$ cat src/hdl/iir_bp_pkg.sv
`timescale 1ns / 1ps
// ----------------------------------------------------------------------------
// iir_bp_pkg
// Shared constants and controller/datapath interface types for the band-pass
// biquad.
// ----------------------------------------------------------------------------
package iir_bp_pkg;

	localparam int SAMPLE_BITS_DEF    = 24;
	localparam int COEF_FRAC_BITS_DEF = 30;
	localparam int GAIN_FRAC_BITS     = 28;
	localparam int COEF_W             = 32;
	localparam int CFG_IDX_W          = 3;

	localparam logic [CFG_IDX_W-1:0] REG_ALPHA = 3'd0;
	localparam logic [CFG_IDX_W-1:0] REG_BETA  = 3'd1;
	localparam logic [CFG_IDX_W-1:0] REG_GAMMA = 3'd2;
	localparam logic [CFG_IDX_W-1:0] REG_GAIN  = 3'd3;

	localparam logic signed [COEF_W-1:0] GAIN_RESET = 32'sd268435456;

	typedef enum logic [2:0] {
		MUL_DIFF_ALPHA,
		MUL_Y1_GAMMA,
		MUL_Y2_BETA,
		MUL_ACCLO_GAIN,
		MUL_ACCHI_GAIN
	} mul_sel_t;

	typedef enum logic [1:0] {
		ACC_HOLD,
		ACC_LOAD,
		ACC_ADD,
		ACC_SUB
	} acc_op_t;

	typedef struct packed {
		logic     load;
		logic     mul_en;
		mul_sel_t mul_sel;
		acc_op_t  acc_op;
		logic     save_lo;
		logic     combine;
		logic     finish;
	} dp_cmd_t;

	typedef struct packed {
		logic out_busy;
	} dp_status_t;

endpackage

$ cat src/hdl/iir_bp_ctrl.sv
`timescale 1ns / 1ps
// ----------------------------------------------------------------------------
// iir_bp_ctrl
// Sequencer that steps the shared multiplier through the five products of
// one sample, then rounds and writes the result.
// ----------------------------------------------------------------------------
module iir_bp_ctrl
	import iir_bp_pkg::*;
(
	input  logic       clk,
	input  logic       arst_n,
	input  logic       in_valid,
	output logic       in_ready,
	output dp_cmd_t    cmd,
	input  dp_status_t status
);

	typedef enum logic [3:0] {
		ST_IDLE,
		ST_MUL_A,
		ST_MUL_G,
		ST_MUL_B,
		ST_ACC,
		ST_GAIN_LO,
		ST_GAIN_HI,
		ST_COMBINE,
		ST_ROUND
	} state_t;

	state_t state_q;

	assign in_ready = (state_q == ST_IDLE);

	always_ff @(posedge clk or negedge arst_n) begin
		if (!arst_n) begin
			state_q <= ST_IDLE;
		end else begin
			case (state_q)
				ST_IDLE:    if (in_valid) state_q <= ST_MUL_A;
				ST_MUL_A:   state_q <= ST_MUL_G;
				ST_MUL_G:   state_q <= ST_MUL_B;
				ST_MUL_B:   state_q <= ST_ACC;
				ST_ACC:     state_q <= ST_GAIN_LO;
				ST_GAIN_LO: state_q <= ST_GAIN_HI;
				ST_GAIN_HI: state_q <= ST_COMBINE;
				ST_COMBINE: state_q <= ST_ROUND;
				ST_ROUND:   if (!status.out_busy) state_q <= ST_IDLE;
				default:    state_q <= ST_IDLE;
			endcase
		end
	end

	always_comb begin
		cmd         = '0;
		cmd.mul_sel = MUL_DIFF_ALPHA;
		cmd.acc_op  = ACC_HOLD;
		case (state_q)
			ST_IDLE: begin
				cmd.load = in_valid;
			end
			ST_MUL_A: begin
				cmd.mul_en  = 1'b1;
				cmd.mul_sel = MUL_DIFF_ALPHA;
			end
			ST_MUL_G: begin
				cmd.mul_en  = 1'b1;
				cmd.mul_sel = MUL_Y1_GAMMA;
				cmd.acc_op  = ACC_LOAD;
			end
			ST_MUL_B: begin
				cmd.mul_en  = 1'b1;
				cmd.mul_sel = MUL_Y2_BETA;
				cmd.acc_op  = ACC_ADD;
			end
			ST_ACC: begin
				cmd.acc_op = ACC_SUB;
			end
			ST_GAIN_LO: begin
				cmd.mul_en  = 1'b1;
				cmd.mul_sel = MUL_ACCLO_GAIN;
			end
			ST_GAIN_HI: begin
				cmd.mul_en  = 1'b1;
				cmd.mul_sel = MUL_ACCHI_GAIN;
				cmd.save_lo = 1'b1;
			end
			ST_COMBINE: begin
				cmd.combine = 1'b1;
			end
			ST_ROUND: begin
				cmd.finish = !status.out_busy;
			end
			default: begin
				cmd.load = 1'b0;
			end
		endcase
	end

endmodule

$ cat src/hdl/iir_bp_datapath.sv
`timescale 1ns / 1ps
// ----------------------------------------------------------------------------
// iir_bp_datapath
// Coefficient registers, delay line, shared multiplier, accumulator, gain
// product assembly, rounding/saturation and the output register.
// ----------------------------------------------------------------------------
module iir_bp_datapath
	import iir_bp_pkg::*;
#(
	parameter int SAMPLE_BITS    = SAMPLE_BITS_DEF,
	parameter int COEF_FRAC_BITS = COEF_FRAC_BITS_DEF
) (
	input  logic                         clk,
	input  logic                         arst_n,
	input  logic                         cfg_we,
	input  logic [CFG_IDX_W-1:0]         cfg_index,
	input  logic [COEF_W-1:0]            cfg_data,
	input  logic signed [SAMPLE_BITS-1:0] sample_in,
	input  dp_cmd_t                      cmd,
	output dp_status_t                   status,
	output logic                         out_valid,
	input  logic                         out_ready,
	output logic signed [SAMPLE_BITS-1:0] sample_out,
	output logic                         saturated
);

	localparam int DIFF_W   = SAMPLE_BITS + 1;
	localparam int ACC_W    = SAMPLE_BITS + 35;
	localparam int HI_W     = ACC_W - 32;
	localparam int MUL_A_W  = (SAMPLE_BITS + 3 > 33) ? SAMPLE_BITS + 3 : 33;
	localparam int MUL_P_W  = MUL_A_W + COEF_W;
	localparam int PW       = ACC_W + 32;
	localparam int SHIFT    = COEF_FRAC_BITS + GAIN_FRAC_BITS - 1;
	localparam int RW       = PW + 1 - SHIFT;

	localparam logic signed [SAMPLE_BITS-1:0] YMAX = {1'b0, {(SAMPLE_BITS-1){1'b1}}};
	localparam logic signed [SAMPLE_BITS-1:0] YMIN = {1'b1, {(SAMPLE_BITS-1){1'b0}}};
	localparam logic signed [PW:0]            HALF = (PW+1)'(1) <<< (SHIFT - 1);

	logic signed [COEF_W-1:0]      alpha_q, beta_q, gamma_q, gain_q;
	logic signed [SAMPLE_BITS-1:0] xd1_q, xd2_q, yd1_q, yd2_q;
	logic signed [SAMPLE_BITS-1:0] x_q;
	logic signed [DIFF_W-1:0]      diff_q;
	logic signed [MUL_P_W-1:0]     prod_s1;
	logic signed [MUL_P_W-1:0]     plo_q;
	logic signed [ACC_W-1:0]       acc_q;
	logic signed [PW-1:0]          full_q;
	logic                          out_valid_q;

	logic signed [MUL_A_W-1:0]     mul_a;
	logic signed [COEF_W-1:0]      mul_b;
	logic signed [ACC_W-1:0]       prod_acc;
	logic signed [PW-1:0]          full_d;
	logic signed [PW:0]            rnd_sum;
	logic signed [RW-1:0]          rnd_res;
	logic signed [SAMPLE_BITS-1:0] y_d;
	logic                          sat_d;

	assign status.out_busy = out_valid_q && !out_ready;
	assign out_valid       = out_valid_q;

	// operand selection for the shared multiplier
	always_comb begin
		case (cmd.mul_sel)
			MUL_DIFF_ALPHA: begin
				mul_a = MUL_A_W'(diff_q);
				mul_b = alpha_q;
			end
			MUL_Y1_GAMMA: begin
				mul_a = MUL_A_W'(yd1_q);
				mul_b = gamma_q;
			end
			MUL_Y2_BETA: begin
				mul_a = MUL_A_W'(yd2_q);
				mul_b = beta_q;
			end
			MUL_ACCLO_GAIN: begin
				mul_a = $signed({{(MUL_A_W-32){1'b0}}, acc_q[31:0]});
				mul_b = gain_q;
			end
			MUL_ACCHI_GAIN: begin
				mul_a = MUL_A_W'($signed(acc_q[ACC_W-1:32]));
				mul_b = gain_q;
			end
			default: begin
				mul_a = '0;
				mul_b = '0;
			end
		endcase
	end

	assign prod_acc = ACC_W'(prod_s1);

	// gain product: high partial weighted by 2^32 plus unsigned-low partial
	assign full_d = $signed({prod_s1[HI_W+COEF_W-1:0], 32'd0}) + PW'(plo_q);

	// round half up, then clamp to the sample range
	assign rnd_sum = (PW+1)'(full_q) + HALF;
	assign rnd_res = $signed(rnd_sum[PW:SHIFT]);

	always_comb begin
		if (rnd_res > RW'(YMAX)) begin
			y_d   = YMAX;
			sat_d = 1'b1;
		end else if (rnd_res < RW'(YMIN)) begin
			y_d   = YMIN;
			sat_d = 1'b1;
		end else begin
			y_d   = SAMPLE_BITS'(rnd_res);
			sat_d = 1'b0;
		end
	end

	always_ff @(posedge clk or negedge arst_n) begin
		if (!arst_n) begin
			alpha_q     <= '0;
			beta_q      <= '0;
			gamma_q     <= '0;
			gain_q      <= GAIN_RESET;
			xd1_q       <= '0;
			xd2_q       <= '0;
			yd1_q       <= '0;
			yd2_q       <= '0;
			out_valid_q <= 1'b0;
		end else begin
			if (cfg_we) begin
				case (cfg_index)
					REG_ALPHA: alpha_q <= cfg_data;
					REG_BETA:  beta_q  <= cfg_data;
					REG_GAMMA: gamma_q <= cfg_data;
					REG_GAIN:  gain_q  <= cfg_data;
					default:   alpha_q <= alpha_q;
				endcase
			end
			if (cmd.finish) begin
				xd2_q <= xd1_q;
				xd1_q <= x_q;
				yd2_q <= yd1_q;
				yd1_q <= y_d;
			end
			if (cmd.finish) begin
				out_valid_q <= 1'b1;
			end else if (out_ready) begin
				out_valid_q <= 1'b0;
			end
		end
	end

	always_ff @(posedge clk) begin
		if (cmd.load) begin
			x_q    <= sample_in;
			diff_q <= DIFF_W'(sample_in) - DIFF_W'(xd2_q);
		end
		if (cmd.mul_en) begin
			prod_s1 <= mul_a * mul_b;
		end
		case (cmd.acc_op)
			ACC_LOAD: acc_q <= prod_acc;
			ACC_ADD:  acc_q <= acc_q + prod_acc;
			ACC_SUB:  acc_q <= acc_q - prod_acc;
			default:  acc_q <= acc_q;
		endcase
		if (cmd.save_lo) begin
			plo_q <= prod_s1;
		end
		if (cmd.combine) begin
			full_q <= full_d;
		end
		if (cmd.finish) begin
			sample_out <= y_d;
			saturated  <= sat_d;
		end
	end

endmodule

$ cat src/hdl/iir_bandpass_biquad.sv
`timescale 1ns / 1ps
// ----------------------------------------------------------------------------
// iir_bandpass_biquad
// Second-order band-pass equalizer band with saturating 24-bit output.
// ----------------------------------------------------------------------------
// Each input word is one signed sample; each output word is the filtered
// sample y = 2*gain*(alpha*(x - x[n-2]) + gamma*y[n-1] - beta*y[n-2]), rounded
// half up and clamped to the sample range, with tuser high when it clipped.
// Each accepted sample is stepped to the output register by a sequencer:
// a single shared multiplier forms the three coefficient products and the two
// halves of the gain product in turn, followed by a combine and a round step.
// The next sample is taken in the cycle after that sequence ends, so a new
// sample is never accepted before the last one is through, while the previous
// result may still wait in the output register; the round step waits only if
// that register still holds an untaken word. Coefficient writes take effect at
// once and belong between samples.
module iir_bandpass_biquad
	import iir_bp_pkg::*;
#(
	parameter int SAMPLE_BITS    = SAMPLE_BITS_DEF,
	parameter int COEF_FRAC_BITS = COEF_FRAC_BITS_DEF,
	localparam int TDATA_W       = ((SAMPLE_BITS + 7) / 8) * 8
) (
	input  logic                 clk,
	input  logic                 arst_n,
	input  logic                 cfg_valid,
	output logic                 cfg_ready,
	input  logic [CFG_IDX_W-1:0] cfg_index,
	input  logic [COEF_W-1:0]    cfg_data,
	input  logic                 s_axis_tvalid,
	output logic                 s_axis_tready,
	input  logic [TDATA_W-1:0]   s_axis_tdata,   // sample_in
	output logic                 m_axis_tvalid,
	input  logic                 m_axis_tready,
	output logic [TDATA_W-1:0]   m_axis_tdata,   // sample_out
	output logic                 m_axis_tuser    // saturated
);

	dp_cmd_t                      cmd;
	dp_status_t                   status;
	logic signed [SAMPLE_BITS-1:0] sample_out;
	logic                         saturated;

	assign cfg_ready    = 1'b1;
	assign m_axis_tdata = TDATA_W'($unsigned(sample_out));
	assign m_axis_tuser = saturated;

	iir_bp_ctrl u_ctrl (
		.clk      (clk),
		.arst_n   (arst_n),
		.in_valid (s_axis_tvalid),
		.in_ready (s_axis_tready),
		.cmd      (cmd),
		.status   (status)
	);

	iir_bp_datapath #(
		.SAMPLE_BITS    (SAMPLE_BITS),
		.COEF_FRAC_BITS (COEF_FRAC_BITS)
	) u_datapath (
		.clk        (clk),
		.arst_n     (arst_n),
		.cfg_we     (cfg_valid && cfg_ready),
		.cfg_index  (cfg_index),
		.cfg_data   (cfg_data),
		.sample_in  ($signed(s_axis_tdata[SAMPLE_BITS-1:0])),
		.cmd        (cmd),
		.status     (status),
		.out_valid  (m_axis_tvalid),
		.out_ready  (m_axis_tready),
		.sample_out (sample_out),
		.saturated  (saturated)
	);

endmodule

$ cat config.mk
export PLATFORM = sky130hd
export DESIGN_NAME = iir_bandpass_biquad
export DESIGN_NICKNAME = d
export VERILOG_FILES = /design/src/hdl/iir_bp_pkg.sv /design/src/hdl/iir_bp_ctrl.sv /design/src/hdl/iir_bp_datapath.sv /design/src/hdl/iir_bandpass_biquad.sv
export SDC_FILE = /design/constraint.sdc
export NUM_CORES = 2
export LEC_CHECK = 0
export BUFFER_PORTS_ARGS = -buffer_cell sky130_fd_sc_hd__buf_2
export CAP_MARGIN = 20
export CORE_ASPECT_RATIO = 0.6
export CORE_MARGIN = 2
export CORE_UTILIZATION = 25
export DETAILED_ROUTE_END_ITERATION = 7
export HOLD_SLACK_MARGIN = 0.05
export PLACE_DENSITY = 0.48
export RECOVER_POWER = 100
export SLEW_MARGIN = 20
export SYNTH_ARGS = -nofsm -noshare
export SYNTH_HDL_FRONTEND = slang
export SYNTH_SLANG_ARGS = --single-unit
export TNS_END_PERCENT = 50
$ cat constraint.sdc
create_clock -name clk -period 10.4 [get_ports clk]
set_input_delay 1.04 -clock clk [delete_from_list [all_inputs] [get_ports clk]]
set_output_delay 1.04 -clock clk [all_outputs]
set_load 0.005 [all_outputs]
Yosys cells after proc, flatten, opt, wreduce, memory -nomap -nowiden

Index checks and enable logic that the tools add are counted.

Order comparisons: 2
Multipliers: 1
Equal/unequal tests: 20
Reduce and logical (&&, ||, !) cells: 14
Add/subtract/negate cells: 5
Multiplexer cells: 17

Operator list:

| kind                                                            | number |
|---|---|
| case mux 59 bit (3 select lines)                                | 1 |
| case mux 33 bit (5 select lines)                                | 1 |
| case mux 32 bit (4 select lines)                                | 1 |
| adder 91 x 58 -> 92 bit, second input constant                  | 1 |
| adder 91 x 65 -> 91 bit                                         | 1 |
| multiplier 33 x 32 -> 65 bit                                    | 1 |
| adder 59 bit                                                    | 1 |
| subtractor 59 bit                                               | 1 |
| two-way mux 24 bit                                              | 2 |
| case mux 4 bit (9 select lines)                                 | 1 |
| greater-than comparator 35 x 24 -> 1 bit, second input constant | 1 |
| less-than comparator 35 x 24 -> 1 bit, second input constant    | 1 |
| subtractor 24 x 24 -> 25 bit                                    | 1 |
| case mux 4 bit (5 select lines)                                 | 1 |
| equality test 4 x 3 -> 1 bit, second input constant             | 4 |
| equality test 3 x 2 -> 1 bit, second input constant             | 4 |
| AND reduction 2 bit                                             | 5 |
| equality test 4 x 2 -> 1 bit, second input constant             | 2 |
| two-way mux 4 bit                                               | 2 |
| two-way mux 1 bit                                               | 7 |
| equality test 3 x 1 -> 1 bit, second input constant             | 2 |
| logical NOT 3 bit                                               | 2 |
| case mux 2 bit (3 select lines)                                 | 1 |
| equality test 2 bit, second input constant                      | 2 |
| 11 further kinds                                                | 13 |

Flip-flop bits (word level): 583
Logic and storage cells: 77
Output and inout port bits: 28

Depth between registers and ports, before layout

Depth in word-level cells: 6
Mapped depth: 39
Mapped depth without buffers: 34

Cells and area by module

From an unflattened synthesis, not the netlist that was laid out.

Cells, all modules: 6,467
Area total of the unflattened synthesis: 63,997.6 um^2

By module, submodules not included:

| module              | instances | area each (um^2) | cells an instance | sequential area each (um^2) |
|---|---|---|---|---|
| iir_bp_datapath     | 1         | 63,659.8         | 6,431             | 13,619.3 |
| iir_bp_ctrl         | 1         | 326.6            | 34                | 100.1 |
| iir_bandpass_biquad | 1         | 11.3             | 2                 | 0.0 |

Worst setup path before layout

No wires, ideal clock.

Path type: reg2reg
Start point: register u_ctrl.state_q[3]
End point: register u_datapath.prod_s1[64], data pin
Path slack: 236 ps
Library setup time: 260 ps
Stages on the path, launching flop included: 31
Clock period less this slack: 10,164 ps
Buffers on the path: 7
Arrival: 9,904 ps
Data required time: 10,140 ps
Cells stage by stage: dfrtp_1 > clkbuf_1 > nand2b_1 > clkbuf_1 > nor2_1 > clkbuf_1 > clkbuf_1 > a21oi_1 > clkbuf_1 > buf_1 > a21oi_1 > fa_1 > fa_1 > fa_1 > fa_1 > inv_1 > fa_1 > inv_1 > fa_1 > inv_1 > fa_1 > inv_1 > fa_1 > ha_1 > clkbuf_1 > a21o_1 > o21bai_1 > a221o_1 > a221o_1 > a21o_1 > xnor2_1

Word-level cells in the longest chain between the ends: 6
Elaborated cells between the ends (all ways): 15
Classes of those cells: mul: 1; eq/ne: 9; mux: 3; reduce/logical: 2

RTL lines:

| what                                                                       | RTL line               | source |
|---|---|---|
| from (decl)                                                                | iir_bp_ctrl.sv:30      | `state_t state_q;` |
| from (signal assigned)                                                     | iir_bp_ctrl.sv:36      | `state_q <= ST_IDLE;` |
| from (signal assigned)                                                     | iir_bp_ctrl.sv:39      | `ST_IDLE: if (in_valid) state_q <= ST_MUL_A;` |
| from (signal assigned)                                                     | iir_bp_ctrl.sv:40      | `ST_MUL_A: state_q <= ST_MUL_G;` |
| equality test 4 x 3 -> 1 bit (tied with other cells)                       | iir_bp_ctrl.sv:57      | `case (state_q)` |
| case mux 4 bit (5 select lines) *                                          | iir_bp_ctrl.sv:57      |  |
| equality test 3 x 2 -> 1 bit / equality test 3 bit (equally long branches) | iir_bp_datapath.sv:64  | `case (cmd.mul_sel)` |
| OR reduction 2 bit (no line)                                               | -                      |  |
| case mux 32 bit (4 select lines)                                           | iir_bp_datapath.sv:64  |  |
| multiplier 33 x 32 -> 65 bit *                                             | iir_bp_datapath.sv:155 | `prod_s1 <= mul_a * mul_b;` |
| to (signal assigned)                                                       | iir_bp_datapath.sv:155 |  |
| to (decl)                                                                  | iir_bp_datapath.sv:44  | `logic signed [MUL_P_W-1:0] prod_s1;` |

Mark *: on every way between the ends. The rest lies on a longest branch, timed or not.
A chain may end at the register's enable or synchronous reset.

Final worst setup path

Start point: register u_ctrl.state_q[3]
End point: register u_datapath.prod_s1[62], data pin

Same word-level chain as after synthesis.

==> impl_results.md <==
* Synth-to-layout area growth at 12.3%
* Share of layout cells above drive strength 1 at 0.0901
* Final cell count without fillers at 10183
* Multi-input gate area at between 40000 and 50000 um2
* Tcrit/Tclk final at 0.967
* YS warnings at 0
* Mapped Cells at 6615
* Routed Antenna Nets at 0
* Sequential fraction of the synthesis area at 0.217
* Fin. Hold Viols at 0
* Clock Skew at around 38 ps
* CP arrival at about 10000 ps
* #FFs+latches synth at 495
* Chip width at 654 um
* Share of the synthesized area in the top cell type at 0.352
* Vias at 48592
* Post-DP HPWL at approximately 200 mm
* TritonCTS Buffers at between 50 and 60
* Startpoint Class: flip-flop
* Slowest cell on crit path: and3_1
* First-pass GRT wire length at between 300 and 400 mm
* Crit path max fanout at 40
* Layout fillers at approximately 27000
* Die height at approximately 390 um
* DIE AREA at 257000 um2
* Post-synth EDFFs at approximately 270
* Max Freq at between 90 and 100 MHz
* Initial DRT Pass Iterations at 8
* Setup violators final at 0
* Routed WL per cell at 23.9 um
* Net Count, Synth at ~8000
* Min-Delay Path Class: flip-flop to flip-flop
* Largest cells by area after synthesis: fa_1, edfxtp_1, dfrtp_1
* Setup WS post-layout at about 340 ps
* Clock Latency Late Sink at 670 ps
* RD Place Congestion at 0.951
* Most used cell, CP: fa_1
* Max-cap violation count at 17
* Mean Syn Cell Area at roughly 9.6 um2
* Status: complete, but fails checks
* Row cnt at ~140
* Initial antenna violation count at 15
* Residual DRC at 0
* Post-synth ARST share at 0.463
* Clock root buffer: clkbuf_16
* Grt ovf at 0
* CTS Hold Bufs at 0
* Critical path class: flip-flop to flip-flop
* H-tree level count at 2
* Synth Cell Area at 63300 um2
* CTS tree: built
* Vias in the first global route at between 40000 and 50000
* Core ar. at 252000 um2
* Port-buffer cells at 90
* Io pins at between 90 and 100
* Max-slew headroom at -2.37
* Setup TNS at 0 ps
* Clock-pin slew on the worst setup and hold paths at ~70 ps
* Nets at 8234
* Library cells used by synthesis at 90
* Worst Setup End Kind: flip-flop
* Final Critical Period at 10060 ps
* Slowest stage delay, CP at ~870 ps
* Failing checks: capacitance limit, slew limit
* Final wirelength at between 200 and 250 mm
* Pre-CTS WS at ~53 ps
* RSZ-0062 raised after global routing: no
* Vias/cell at 4.77
* Worst-case clock buffer depth at 3
* # clock sinks at about 500
* Post-Place Cells at between 10000 and 15000
* Total track usage at 0.188
* FF+latch area at 13700 um2
* Top_reg_cell synth: edfxtp_1
* Post-synth top area cell: fa_1
* Initial Util at 0.251
* Initial DRC count at around 4900
* CP required at about 11000 ps
* Worst Max-Slew Pin Slew at 5060 ps
* Largest net degree at the start of global routing at 90
* Pins Over Slew Limit at ~810
==> repair_timing <==
item	in CTS	in global routing
pin swaps	0	1
endpoints found under the hold margin	0	0
gates resized for setup	1	18
endpoints found under the setup margin	1	16
buffers inserted	0	3
==> through the flow <==
stage / hold slack [ps] / area (um2) / util
global route: 434 / 71100 / 0.282
CTS: 405 / 71200 / 0.282
detailed placement: 418 / 69400 / 0.275
finish: 417 / 71100 / 0.282
floorplan: 400 / 63300 / -
global placement: 417 / 69400 / 0.275
==> cell usage in the layout, fill, tap and decap left out, types with 32 or more instances in the layout <==
cell,count
xor2_1,99
fa_1,1114
and3_1,43
a222oi_1,32
buf_4,232
a22oi_1,48
a21o_1,92
buf_2,54
inv_1,1107
dfrtp_1,228
a21oi_1,255
nand2_1,965
clkbuf_1,68
ha_1,327
clkbuf_16,53
nand3_1,66
edfxtp_1,266
xnor2_1,147
nor3_1,40
mux2_2,152
nor2_1,678
o21ai_0,170
nand4_1,35
==> cells by family (layout without fill, tap and decap cells) <==
| family | count (synthesis) | after routing | synth area share |
|---|---|---|---|
| AO/OA/AOI/OAI | 837 | 837 | 0.0852 |
| XOR/XNOR | 246 | 246 | 0.0340 |
| adder cells (fa/ha/maj) | 1441 | 1441 | 0.417 |
| buffers and inverters | 1425 | 1581 | 0.0848 |
| flip-flops | 495 | 495 | 0.217 |
| multiplexers | 155 | 155 | 0.0275 |
| other | 1 | 6 | 0.0000592 |
| AND/OR/NAND/NOR | 2015 | 2015 | 0.135 |
==> Yosys cell counts (all sizes together) (11+ instances only) <==
library cell / count
a222oi: 32
xor2: 99
a21boi: 11
xnor2: 147
nor4: 16
o31ai: 27
nor2: 681
mux2: 153
ha: 327
dfrtp: 228
a31oi: 21
o211ai: 20
nand2b: 30
a21oi: 256
fa: 1114
or2: 11
nor3: 45
edfxtp: 266
buf: 43
nor2b: 21
nand2: 967
o21ai: 173
and3: 49
inv: 1108
a21o: 92
o21a: 28
clkbuf: 274
o21bai: 23
nand3: 68
nand4: 35
a211oi: 24
a22oi: 49
and2: 32
==> flip-flops by register name, indices dropped and copies added, names as in the netlist, 25 cells and up <==
| register | count |
|---|---|
| u_datapath.prod_s1 | 65 |
| u_datapath.alpha_q | 32 |
| u_datapath.gamma_q | 32 |
| u_datapath.plo_q | 33 |
| u_datapath.acc_q | 59 |
| u_datapath.beta_q | 32 |
| u_datapath.full_q | 35 |
| u_datapath.diff_q | 25 |
| u_datapath.gain_q | 32 |
==> area by class of cell <==
| type | count | share of cell area |
|---|---|---|
| Clock inverter | 33 | 0.00637 |
| Clock buffer | 62 | 0.0195 |
| Multi-Input combinational cell | 4695 | 0.624 |
| Inverter | 1108 | 0.0585 |
| Timing Repair Buffer | 378 | 0.0389 |
| Antenna cell | 5 | 0.000176 |
| Tap cell | 3407 | 0.0599 |
| Sequential cell | 495 | 0.193 |
==> routing by layer <==
layer | part of all wire | vias to the layer above | wire length, um | GRT usage
met5 | 0.000037 | - | 9 | 0
met4 | 0.0083 | 2 | 2030 | 0.0146
met3 | 0.13 | 158 | 31000 | 0.0727
met2 | 0.35 | 2033 | 84700 | 0.224
met1 | 0.52 | 25253 | 125000 | 0.313
li1 | - | 21146 | - | -
==> worst max-delay path: cells and delay by family, from the launching register on <==
family,cells,cell delay (ps)
adder cells (fa/ha/maj),9,3960
AO/OA/AOI/OAI,7,2170
AND/OR/NAND/NOR,7,1700
buffers and inverters,8,1150
flip-flops,1,570
XOR/XNOR,1,160
==> path summary, 6_finish.rpt <==
kind | start | end | slack (ps) | depth (start not counted)
max in group asynchronous | arst_n | u_datapath.gain_q[17] | 1950 | 2
max reg2reg | u_ctrl.state_q[3] | u_datapath.prod_s1[62] | 340 | 32
min | u_datapath.x_q[16] | u_datapath.xd1_q[16] | 420 | 2
max | u_ctrl.state_q[3] | u_datapath.prod_s1[62] | 340 | 32
min reg2reg | u_datapath.x_q[16] | u_datapath.xd1_q[16] | 420 | 2
min in group asynchronous | arst_n | u_datapath.xd2_q[15] | 2210 | 1
Power is not shown: default switching activity piles up to over one toggle a cycle in this logic, so the estimate is an artifact.
